`src/tops_pkg.sv`:
```
// shared types and constants of the timed output pattern sequencer
package tops_pkg;

	// table geometry and output count limits
	localparam int MAX_STEPS   = 64;
	localparam int STEP_AW     = 6;
	localparam int MAX_OUTPUTS = 8;
	localparam int CH_W        = 3;

	// item kinds carried on the input tuser
	localparam logic [1:0] MODE_LOAD   = 2'd0;
	localparam logic [1:0] MODE_START  = 2'd1;
	localparam logic [1:0] MODE_TICK   = 2'd2;
	localparam logic [1:0] MODE_DIRECT = 2'd3;

	localparam logic [3:0]  OUT_COUNT_RST = 4'd4;
	localparam logic [15:0] SEL_ALL       = 16'hFFFF;
	localparam logic [7:0]  LEVEL_MAX     = 8'd255;

	// one table slot
	typedef struct packed {
		logic [15:0] sel;
		logic [15:0] pow;
		logic [15:0] dur;
	} step_entry_t;

	// request to the selector wrap unit
	typedef struct packed {
		logic        start;
		logic [15:0] dividend;
		logic [3:0]  divisor;
	} mod_req_t;

	// answer of the selector wrap unit
	typedef struct packed {
		logic            done;
		logic [CH_W-1:0] rem;
	} mod_rsp_t;

	// power request clamped to 0..255
	function automatic logic [7:0] clamp_level(input logic [15:0] pow);
		logic [7:0] lvl;
		if (pow[15]) begin
			lvl = 8'd0;
		end else if (pow[14:8] != 7'd0) begin
			lvl = LEVEL_MAX;
		end else begin
			lvl = pow[7:0];
		end
		return lvl;
	endfunction

endpackage

```
`src/timed_output_pattern_sequencer.sv`:
```
// Timed output pattern sequencer top level: item control, step table and result register.
// A direct item to one output waits for the selector wrap unit to reduce the selector by
// out_count; a step advance first reads the next slot. An all-outputs write emits one result
// per cycle while the receiver does not stall.
// Reset (arst_n low) clears the sequencer state, out_count to 4 and the result valid flag;
// the step table is not cleared and holds no data until written.
module timed_output_pattern_sequencer
	import tops_pkg::*;
(
	input  logic        clk,
	input  logic        arst_n,
	input  logic        cfg_wen,
	input  logic [3:0]  cfg_wdata,   // out_count
	input  logic        s_tvalid,
	output logic        s_tready,
	// step_index[5:0], out_select[21:6], power_request[37:22], step_duration[53:38], zero pad
	input  logic [55:0] s_tdata,
	input  logic [1:0]  s_tuser,     // mode[1:0]
	input  logic        s_tlast,     // is_last_step
	output logic        m_tvalid,
	input  logic        m_tready,
	output logic [15:0] m_tdata,     // channel[2:0], level[10:3], zero pad
	output logic [1:0]  m_tuser,     // write_valid[0], pattern_done[1]
	output logic        m_tlast      // last_of_run
);

	localparam logic [2:0] ST_IDLE  = 3'd0;
	localparam logic [2:0] ST_TICK  = 3'd1;
	localparam logic [2:0] ST_FETCH = 3'd2;
	localparam logic [2:0] ST_APPLY = 3'd3;
	localparam logic [2:0] ST_WRAP  = 3'd4;
	localparam logic [2:0] ST_ONE   = 3'd5;
	localparam logic [2:0] ST_ALL   = 3'd6;
	localparam logic [2:0] ST_DONE  = 3'd7;

	logic [2:0]         state_q;
	logic [3:0]         out_count_q;
	logic [STEP_AW-1:0] final_q;
	logic [STEP_AW-1:0] cur_q;
	logic [16:0]        tick_q;
	logic               running_q;
	logic [15:0]        sel_q;
	logic [15:0]        pow_q;
	logic [CH_W-1:0]    ch_q;

	logic               m_valid_q;
	logic [CH_W-1:0]    m_ch_q;
	logic [7:0]         m_lvl_q;
	logic               m_wv_q;
	logic               m_done_q;
	logic               m_last_q;

	// input beat fields
	logic               s_fire;
	logic [1:0]         in_mode;
	logic [STEP_AW-1:0] in_slot;
	logic [15:0]        in_sel;
	logic [15:0]        in_pow;
	logic [15:0]        in_dur;

	assign s_tready = (state_q == ST_IDLE);
	assign s_fire   = s_tvalid && s_tready;
	assign in_mode  = s_tuser;
	assign in_slot  = s_tdata[5:0];
	assign in_sel   = s_tdata[21:6];
	assign in_pow   = s_tdata[37:22];
	assign in_dur   = s_tdata[53:38];

	// outputs in use, clamped to 1..MAX_OUTPUTS
	logic [3:0] n_out;
	always_comb begin
		if (out_count_q == 4'd0) begin
			n_out = 4'd1;
		end else if (out_count_q > 4'(MAX_OUTPUTS)) begin
			n_out = 4'(MAX_OUTPUTS);
		end else begin
			n_out = out_count_q;
		end
	end

	// step table
	logic               wr_en;
	step_entry_t        wr_data;
	logic               rd_en;
	logic [STEP_AW-1:0] rd_addr;
	step_entry_t        rd_data;

	assign wr_en   = s_fire && (in_mode == MODE_LOAD);
	assign wr_data = '{sel: in_sel, pow: in_pow, dur: in_dur};

	// tick decision against the current step
	logic tick_end;
	logic at_final;
	assign tick_end = (tick_q > {1'b0, rd_data.dur});
	assign at_final = (cur_q == final_q);

	always_comb begin
		rd_en   = 1'b0;
		rd_addr = cur_q;
		if (s_fire && (in_mode == MODE_START)) begin
			rd_en   = 1'b1;
			rd_addr = '0;
		end else if (s_fire && (in_mode == MODE_TICK) && running_q) begin
			rd_en = 1'b1;
		end else if ((state_q == ST_TICK) && tick_end && !at_final) begin
			rd_en   = 1'b1;
			rd_addr = cur_q + STEP_AW'(1);
		end
	end

	tops_step_mem u_mem (
		.clk     (clk),
		.wr_en   (wr_en),
		.wr_addr (in_slot),
		.wr_data (wr_data),
		.rd_en   (rd_en),
		.rd_addr (rd_addr),
		.rd_data (rd_data)
	);

	// selector wrap
	mod_req_t mod_req;
	mod_rsp_t mod_rsp;
	logic [15:0] sel_mag;

	assign sel_mag          = sel_q[15] ? (~sel_q + 16'd1) : sel_q;
	assign mod_req.start    = (state_q == ST_APPLY) && (sel_q != SEL_ALL);
	assign mod_req.dividend = sel_mag;
	assign mod_req.divisor  = n_out;

	tops_mod u_mod (
		.clk    (clk),
		.arst_n (arst_n),
		.req    (mod_req),
		.rsp    (mod_rsp)
	);

	// result beat to emit this cycle
	logic            out_free;
	logic            emit;
	logic [CH_W-1:0] e_ch;
	logic [7:0]      e_lvl;
	logic            e_wv;
	logic            e_done;
	logic            e_last;
	logic            all_last;

	assign out_free = !m_valid_q || m_tready;
	assign all_last = ({1'b0, ch_q} == (n_out - 4'd1));

	always_comb begin
		emit   = 1'b0;
		e_ch   = ch_q;
		e_lvl  = clamp_level(pow_q);
		e_wv   = 1'b1;
		e_done = 1'b0;
		e_last = 1'b1;
		unique case (state_q)
			ST_ONE: begin
				emit = out_free;
			end
			ST_ALL: begin
				emit   = out_free;
				e_last = all_last;
			end
			ST_DONE: begin
				emit   = out_free;
				e_ch   = '0;
				e_lvl  = '0;
				e_wv   = 1'b0;
				e_done = 1'b1;
			end
			ST_IDLE, ST_TICK, ST_FETCH, ST_APPLY, ST_WRAP: begin
				emit = 1'b0;
			end
		endcase
	end

	// configuration register
	always_ff @(posedge clk or negedge arst_n) begin
		if (!arst_n) begin
			out_count_q <= OUT_COUNT_RST;
		end else if (cfg_wen) begin
			out_count_q <= cfg_wdata;
		end
	end

	// sequencer control
	always_ff @(posedge clk or negedge arst_n) begin
		if (!arst_n) begin
			state_q   <= ST_IDLE;
			final_q   <= '0;
			cur_q     <= '0;
			tick_q    <= '0;
			running_q <= 1'b0;
			ch_q      <= '0;
		end else begin
			unique case (state_q)
				ST_IDLE: begin
					if (s_fire) begin
						unique case (in_mode)
							MODE_LOAD: begin
								if (s_tlast) begin
									final_q <= in_slot;
								end
							end
							MODE_START: begin
								cur_q     <= '0;
								tick_q    <= '0;
								running_q <= 1'b1;
								state_q   <= ST_FETCH;
							end
							MODE_TICK: begin
								if (running_q) begin
									tick_q  <= tick_q + 17'd1;
									state_q <= ST_TICK;
								end
							end
							MODE_DIRECT: begin
								state_q <= ST_APPLY;
							end
						endcase
					end
				end
				ST_TICK: begin
					if (!tick_end) begin
						state_q <= ST_IDLE;
					end else begin
						tick_q <= '0;
						if (at_final) begin
							cur_q     <= '0;
							running_q <= 1'b0;
							state_q   <= ST_DONE;
						end else begin
							cur_q   <= cur_q + STEP_AW'(1);
							state_q <= ST_FETCH;
						end
					end
				end
				ST_FETCH: begin
					state_q <= ST_APPLY;
				end
				ST_APPLY: begin
					ch_q    <= '0;
					state_q <= (sel_q == SEL_ALL) ? ST_ALL : ST_WRAP;
				end
				ST_WRAP: begin
					if (mod_rsp.done) begin
						ch_q    <= mod_rsp.rem;
						state_q <= ST_ONE;
					end
				end
				ST_ONE, ST_DONE: begin
					if (emit) begin
						state_q <= ST_IDLE;
					end
				end
				ST_ALL: begin
					if (emit) begin
						ch_q <= ch_q + CH_W'(1);
						if (all_last) begin
							state_q <= ST_IDLE;
						end
					end
				end
			endcase
		end
	end

	// selector and power of the step or direct beat being applied
	always_ff @(posedge clk) begin
		if (s_fire && (in_mode == MODE_DIRECT)) begin
			sel_q <= in_sel;
			pow_q <= in_pow;
		end else if (state_q == ST_FETCH) begin
			sel_q <= rd_data.sel;
			pow_q <= rd_data.pow;
		end
	end

	// result register
	always_ff @(posedge clk or negedge arst_n) begin
		if (!arst_n) begin
			m_valid_q <= 1'b0;
		end else if (emit) begin
			m_valid_q <= 1'b1;
		end else if (m_tready) begin
			m_valid_q <= 1'b0;
		end
	end

	always_ff @(posedge clk) begin
		if (emit) begin
			m_ch_q   <= e_ch;
			m_lvl_q  <= e_lvl;
			m_wv_q   <= e_wv;
			m_done_q <= e_done;
			m_last_q <= e_last;
		end
	end

	assign m_tvalid = m_valid_q;
	assign m_tdata  = {5'd0, m_lvl_q, m_ch_q};
	assign m_tuser  = {m_done_q, m_wv_q};
	assign m_tlast  = m_last_q;

endmodule

```
`src/tops_step_mem.sv`:
```
// step table: one write port, one read port with registered data
module tops_step_mem
	import tops_pkg::*;
(
	input  logic                 clk,
	input  logic                 wr_en,
	input  logic [STEP_AW-1:0]   wr_addr,
	input  step_entry_t          wr_data,
	input  logic                 rd_en,
	input  logic [STEP_AW-1:0]   rd_addr,
	output step_entry_t          rd_data
);

	step_entry_t step_mem [MAX_STEPS];
	step_entry_t rd_data_q;

	// write port
	always_ff @(posedge clk) begin
		if (wr_en) begin
			step_mem[wr_addr] <= wr_data;
		end
	end

	// read port, registered
	always_ff @(posedge clk) begin
		if (rd_en) begin
			rd_data_q <= step_mem[rd_addr];
		end
	end

	assign rd_data = rd_data_q;

endmodule

```
`src/tops_mod.sv`:
```
// selector wrap unit: remainder of a 16-bit magnitude by the output count
module tops_mod
	import tops_pkg::*;
(
	input  logic     clk,
	input  logic     arst_n,
	input  mod_req_t req,
	output mod_rsp_t rsp
);

	logic            busy_q;
	logic            done_q;
	logic [2:0]      cnt_q;
	logic [15:0]     div_q;
	logic [CH_W-1:0] rem_q;
	logic [3:0]      divisor_q;
	logic [CH_W-1:0] rem_next;

	// two restoring steps per cycle
	always_comb begin
		logic [3:0] t;
		logic [CH_W-1:0] r;
		r = rem_q;
		for (int i = 0; i < 2; i++) begin
			t = {r, div_q[15 - i]};
			if (t >= divisor_q) begin
				t = t - divisor_q;
			end
			r = t[CH_W-1:0];
		end
		rem_next = r;
	end

	// control
	always_ff @(posedge clk or negedge arst_n) begin
		if (!arst_n) begin
			busy_q <= 1'b0;
			done_q <= 1'b0;
			cnt_q  <= 3'd0;
		end else begin
			done_q <= 1'b0;
			if (req.start) begin
				busy_q <= 1'b1;
				cnt_q  <= 3'd0;
			end else if (busy_q) begin
				cnt_q <= cnt_q + 3'd1;
				if (cnt_q == 3'd7) begin
					busy_q <= 1'b0;
					done_q <= 1'b1;
				end
			end
		end
	end

	// datapath
	always_ff @(posedge clk) begin
		if (req.start) begin
			div_q     <= req.dividend;
			rem_q     <= '0;
			divisor_q <= req.divisor;
		end else if (busy_q) begin
			div_q <= {div_q[13:0], 2'b00};
			rem_q <= rem_next;
		end
	end

	assign rsp.done = done_q;
	assign rsp.rem  = rem_q;

endmodule

```
`config.mk`:
```
export PLATFORM = sky130hd
export DESIGN_NAME = timed_output_pattern_sequencer
export DESIGN_NICKNAME = d
export VERILOG_FILES = /design/src/tops_pkg.sv /design/src/timed_output_pattern_sequencer.sv /design/src/tops_step_mem.sv /design/src/tops_mod.sv
export SDC_FILE = /design/constraint.sdc
export NUM_CORES = 2
export LEC_CHECK = 0
export BUFFER_PORTS_ARGS = -buffer_cell sky130_fd_sc_hd__buf_2
export CAP_MARGIN = 20
export CORE_ASPECT_RATIO = 0.9
export CORE_MARGIN = 5
export CORE_UTILIZATION = 45
export CTS_CLUSTER_SIZE = 30
export DETAILED_ROUTE_END_ITERATION = 6
export PLACE_DENSITY_LB_ADDON = 0.3
export SLEW_MARGIN = 20
export SYNTH_ARGS = -nofsm -noshare
export SYNTH_HDL_FRONTEND = slang
export SYNTH_SLANG_ARGS = --single-unit
export TNS_END_PERCENT = 1
```
`constraint.sdc`:
```
create_clock -name clk -period 5.11 [get_ports clk]
set_input_delay 0.511 -clock clk [delete_from_list [all_inputs] [get_ports clk]]
set_output_delay 0.511 -clock clk [all_outputs]
set_load 0.1 [all_outputs]
```
---- Word level (Yosys, flattened, before mapping) ----
Memory sizes are Yosys's and may differ from the RTL's. A register that Yosys moved wholly into a read port is not among the register bits.
Cells that the tools add are included.
cells by class
  reductions and logical operators ........ 31
  eq/ne operators ......................... 26
  order comparisons ....................... 4
  multiplexer cells ....................... 62
  bitwise logic cells ..................... 1
  add/sub/neg operators ................... 8
operators by type and width
  cell                                                             number
  16-bit two-way mux                                               7
  17-bit case mux with 2 select lines                              2
  17-bit two-way mux                                               3
  3-bit two-way mux                                                14
  6-bit two-way mux                                                7
  3-bit case mux with 7 select lines                               1
  1-bit two-way mux                                                19
  3-bit case mux with 3 select lines                               2
  17-bit by 1-bit adder with 17-bit output, second input constant  1
  17-bit by 16-bit > comparator with 1-bit output                  1
  16-bit by 1-bit adder with 16-bit output, second input constant  1
  16-bit == test, second input constant                            1
  16-bit != test, second input constant                            1
  16-bit inverter                                                  1
  3-bit == test, second input constant                             5
  6-bit case mux with 2 select lines                               1
  2-bit != test, second input constant                             5
  5-bit AND reduction                                              2
  1-bit logical AND                                                9
  4-bit >= comparator                                              2
  4-bit two-way mux                                                2
  8-bit two-way mux                                                1
  4-bit AND reduction                                              2
  2-bit nonzero test                                               4
  other kinds (29)                                                 38
word-level totals
  bits in writable memories ............... 3072
  word-level logic and storage cells ...... 154
  output and inout bits ................... 21
  input bits .............................. 68
  flip-flop bits (word level) ............. 115
  memories kept ........................... 1
memory list
  name            depth  width  read ports  clocked after Yosys merged registers in  wr ports  line                 RTL
  u_mem.step_mem  64     48     1           1                                        1         tops_step_mem.sv:14  step_entry_t step_mem [MAX_STEPS];

---- Depth between registers and ports, before layout ----
  depth in word-level cells ............... 8
  mapped depth ............................ 19
  mapped depth without buffers ............ 19

---- Hierarchy ----
Synthesis repeated with hierarchy kept, for this count alone.
second synthesis, totals
  cell total of the unflattened synthesis .. 5563
  area total of the unflattened synthesis .. 124207.9 sq um
by module, submodules not included
  module                          area each (sq um)  sequential area each (sq um)  times used  cells an instance
  tops_step_mem                   117597.8           93689.9                       1           4970
  timed_output_pattern_sequencer  5152.4             2408.6                        1           484
  tops_mod                        1457.6             785.8                         1           109

---- Least setup slack after synthesis ----
OpenSTA, ideal clock, no wires.
  path type ............................... flip-flop to flip-flop
  from .................................... register state_q[1]
  to ...................................... register, netlist name u_mem.rd_data[0]
  cell stages (with the launch flop) ...... 5
  data required time ...................... 4.590 ns
  setup slack ............................. -0.499 ns
  period minus slack after synthesis ...... 5.609 ns
  library setup time ...................... 0.520 ns
  buffers on the path ..................... 1
  arrival ................................. 5.090 ns
  cells stage by stage .................... dfrtp_1 -> buf_2 -> nor3_4 -> nand2_2 -> o21ai_0
on the way
  longest elaborated chain between the ends .. 6
  elaborated cells on any way between the ends .. 14
  those cells by class .................... 1 x eq/ne; 6 x mux; 7 x reduce/logical
RTL lines
  what                            line                                   RTL
  from (decl)                     timed_output_pattern_sequencer.sv:36   logic [2:0] state_q;
  from (signal assigned)          timed_output_pattern_sequencer.sv:245  state_q <= (sel_q == SEL_ALL) ? ST_ALL : ST_WRAP;
  3-bit logical NOT *             timed_output_pattern_sequencer.sv:61   assign s_tready = (state_q == ST_IDLE);
  via s_tready                    timed_output_pattern_sequencer.sv:15   output logic s_tready,
  1-bit logical AND *             timed_output_pattern_sequencer.sv:62   assign s_fire = s_tvalid && s_tready;
  1-bit logical AND (2 in a row)  timed_output_pattern_sequencer.sv:103  end else if (s_fire && (in_mode == MODE_TICK) && running_q) begin
  1-bit two-way mux               timed_output_pattern_sequencer.sv:103
  1-bit two-way mux *             timed_output_pattern_sequencer.sv:100  if (s_fire && (in_mode == MODE_START)) begin
  via rd_en                       timed_output_pattern_sequencer.sv:84   logic rd_en;
Mark *: on every way through the listed nets, which the timed path passes. The rest lies on a longest branch.
A chain may end at the register's enable or synchronous reset.

---- Final worst setup path ----
  from .................................... register, netlist name u_mem.rd_data[10]
  to ...................................... register, netlist name u_mem.rd_data[15]
on the way
  longest elaborated chain between the ends .. 6
  elaborated cells on any way between the ends .. 9
  those cells by class .................... 1 x order compare; 6 x mux; 2 x reduce/logical
RTL lines
  what                                                           line                                   RTL
  17-bit by 16-bit > comparator with 1-bit output *              timed_output_pattern_sequencer.sv:94   assign tick_end = (tick_q > {1'b0, rd_data.dur});
  1-bit logical AND * (2 in a row)                               timed_output_pattern_sequencer.sv:105  end else if ((state_q == ST_TICK) && tick_end && !at_final) begin
  6-bit two-way mux / 1-bit two-way mux (equally long branches)  timed_output_pattern_sequencer.sv:105
  6-bit two-way mux / 1-bit two-way mux (equally long branches)  timed_output_pattern_sequencer.sv:103
  6-bit two-way mux / 1-bit two-way mux (equally long branches)  timed_output_pattern_sequencer.sv:100
Mark *: on every way between the ends. The rest lies on a longest branch, timed or not.

==> impl_metrics.env <==
export IMPL_nNetsFinal=8670
export IMPL_insertion_delay_ps=900
export IMPL_syn2layout_area_growth_pct=15.4
export IMPL_hold_viol_final=0
export IMPL_period_share_pct=97.1
export IMPL_htreeDepth=5
export IMPL_fp_row_count=187
export IMPL_min_period_ps=4960
export IMPL_firstDrtPassIters=7
export IMPL_clock_sinks=3235
export IMPL_async_flop_share_pct=1.42
export IMPL_cts_tree="done"
export IMPL_arrival_ps=5600
export IMPL_hold_path_end="final_q[2]"
export IMPL_via_count=79186
export IMPL_gr_total_overflow=0
export IMPL_holdPathStages=2
export IMPL_seq_area_um2=96900
export IMPL_relSlewSlack_pct=22.3
export IMPL_place_congestion=0.877
export IMPL_maxSlewViolCount=0
export IMPL_antenna_found_initial=32
export IMPL_root_buffer="clkbuf_16"
export IMPL_grt_start_max_net_pins=88
export IMPL_worst_pin_slew_ps=1170
export IMPL_track_usage_pct=25.4
export IMPL_place_hpwl_mm=228
export IMPL_r2r_start="u_mem.rd_data[10]"
export IMPL_min_path_type="primary input to flip-flop"
export IMPL_yosys_cell_types_count=81
export IMPL_peakVddDrop_mv=0.252
export IMPL_finalSetupViolations=0
export IMPL_avgSynthCellArea_um2=15.9
export IMPL_grt_pass1_vias=76548
export IMPL_drive_gt1_share_pct=16.9
export IMPL_outcome="finished clean"
export IMPL_max_freq_mhz=201
export IMPL_rrSetupSlack_ps=150
export IMPL_ys_dominant_reg_cell="edfxtp_1"
export IMPL_p_leak_nw=49.8
export IMPL_clkTransAtPathRegs_ps=60
export IMPL_synth_area_leaders="edfxtp_1 74%, mux2i_1 6.6%, o22ai_1 2.1%"
export IMPL_io_pins=89
export IMPL_cts_buffers=336
export IMPL_route_detailed_drc=0
export IMPL_fin_util_pct=52.0
export IMPL_wire_per_inst_um=31.1
export IMPL_core_um2=288000
export IMPL_initial_core_util_pct=45.1
export IMPL_cp_max_fo=13
export IMPL_synth_seq_cells=3235
export IMPL_routed_wl_mm=392
export IMPL_clk_path_buf_depth=4
export IMPL_fillers=22982
export IMPL_post_cts_setup_buffer_count=0
export IMPL_cp_end_kind="flip-flop"
export IMPL_worst_setup_path_start_kind="flip-flop"
export IMPL_multi_input_area_um2=31000
export IMPL_worstSetupPathType="flip-flop to flip-flop"
export IMPL_grt_pass1_wl_mm=553
export IMPL_skew_ps=86.3
export IMPL_syn_inst=8144
export IMPL_min_from="s_tdata[2]"
export IMPL_initialDrtViolationCount=10734
export IMPL_ys_seq_area_share_pct=74.7
export IMPL_mostFrequentLayoutCells="3186 x edfxtp_1, 861 x mux2i_1, 684 x nand2_1"
export IMPL_cap_violations=0
export IMPL_die_x_um=576
export IMPL_yosysWarnings=0
export IMPL_fp_dieH_um=519
export IMPL_p_per_area_nw_per_um2=360
export IMPL_synth_edf_count=3186
export IMPL_synth_area_leader_cell="edfxtp_1"
export IMPL_dieArea_um2=299000
export IMPL_hold_slack_ps=79.8
export IMPL_final_common_cell="edfxtp_1"
export IMPL_avgViaCountPerCell=6.28
export IMPL_required_ps=5750
export IMPL_ant_nets=0
export IMPL_synth_top_area_share_pct=73.8
export IMPL_reg2reg_depth=16
export IMPL_io_buffers=81
export IMPL_synth_area_um2=130000
export IMPL_r2r_end="u_mem.rd_data[15]"
repair_timing:
| action | 4_1_cts | 5_1_grt |
|---|---|---|
| pin swaps | 0 | 1 |
| hold endpoints to repair | 67 | 0 |
| hold buffers | 13 | 0 |
| resized for setup | 2 | 5 |
| endpoints found under the setup margin | 2 | 5 |
cell usage after synthesis (5+ instances only):
library cell and number:
mux2i_1 861, buf_2 179, and4_1 46, a311oi_2 41, buf_4 36, o21a_1 9, o31a_1 46, a32o_1 93
dfrtp_1 45, nand2b_1 5, o221ai_1 6, nand3_1 439, inv_1 36, buf_1 52, a211oi_1 56, clkbuf_1 296
nor2b_1 8, nor3_1 13, o22a_1 92, nor4_1 52, nand4_1 10, nand2_1 692, edfxtp_1 3186, a21boi_0 47
or3_1 106, mux2_2 231, a311oi_1 106, a21oi_1 258, ha_1 32, buf_6 6, a21o_1 8, and3_1 22
xor2_1 21, a31oi_1 49, nor2_1 117, o22ai_1 429, o21ai_0 319, xnor2_1 23
final cells by class:
type	count	area share, %
multi-input cells	4306	20.7
repair buffers	651	4.05
well taps	3780	3.16
flip-flops and latches	3235	64.7
diodes	10	0.0167
clock buffers	410	5.87
clock inverters	189	1.37
inverters	38	0.0953
per-layer routing:
layer,track usage (%),wire (um)
met1,35.7,156000
met2,39.1,177000
met3,5.86,43700
met4,8.56,14400
met5,0,67
worst max path at each step:
stage	start	to
floorplan	state_q[1]	u_mem.step_mem[54][0]
global placement	u_mem.rd_data[10]	u_mem.rd_data[14]
detailed placement	u_mem.rd_data[10]	u_mem.rd_data[15]
CTS	u_mem.rd_data[10]	u_mem.rd_data[15]
global route	u_mem.rd_data[10]	u_mem.rd_data[15]
finish	u_mem.rd_data[10]	u_mem.rd_data[15]
worst max-delay path, stage by stage, from the launching register on:
cell and delay [ps]:
edfxtp_1 360, inv_1 250, ha_1 310, nand4_1 140, nor4_2 80, a41o_2 380
or2_4 360, nor3_4 600, nor2_4 150, buf_4 250, buf_4 220, buf_12 180
mux2i_1 120, o22ai_1 240, a211oi_1 70, or3_1 420, a311oi_4 540
through the flow:
| stage | total power [mW] | setup TNS, ps | instance area [um2] | worst slack [ps] | instances |
|---|---|---|---|---|---|
| floorplan | 29.7 | 0 | 130000 | 264 | 8148 |
| global placement | 30.2 | -682 | 139000 | -343 | 11996 |
| detailed placement | 30.2 | -580 | 139000 | -333 | 11997 |
| CTS | 54.1 | 0 | 150000 | 3.45 | 12609 |
| global route | 55.2 | -2.69 | 150000 | -2.69 | 12614 |
| finish | 53.9 | 0 | 150000 | 146 | 12619 |
cell families after synthesis:
family	after synthesis	share of synthesized area [%]
DFF	3235	74.7
and+or+nand+nor	1539	5.60
buffers and inverters	607	2.07
xor gates and xnor gates	44	0.297
other	1	0.00289
AOI/OAI and AO/OA	1592	8.36
muxes	1092	8.65
adders and majority gates	34	0.340
registers in the layout, summed over array words and instances (netlist names), 3 cells and up:
register	cells
u_mem.rd_data	48
pow_q	16
m_lvl_q	8
m_ch_q	3
u_mem.step_mem	3072
state_q	3
out_count_q	4
tick_q	17
u_mod.rem_q	3
cur_q	6
u_mod.divisor_q	4
u_mod.cnt_q	3
u_mod.div_q	16
final_q	6
ch_q	3
sel_q	16
where the power goes:
group / internal (mW) / switching [mW] / total (mW) / leakage (nW)
Clock: 14.0 / 10.2 / 24.2 / 5.24
Sequential: 29.1 / 0.00312 / 29.1 / 29.2
Combinational: 0.0629 / 0.497 / 0.560 / 15.4
Power figures use the tool's default switching activity.
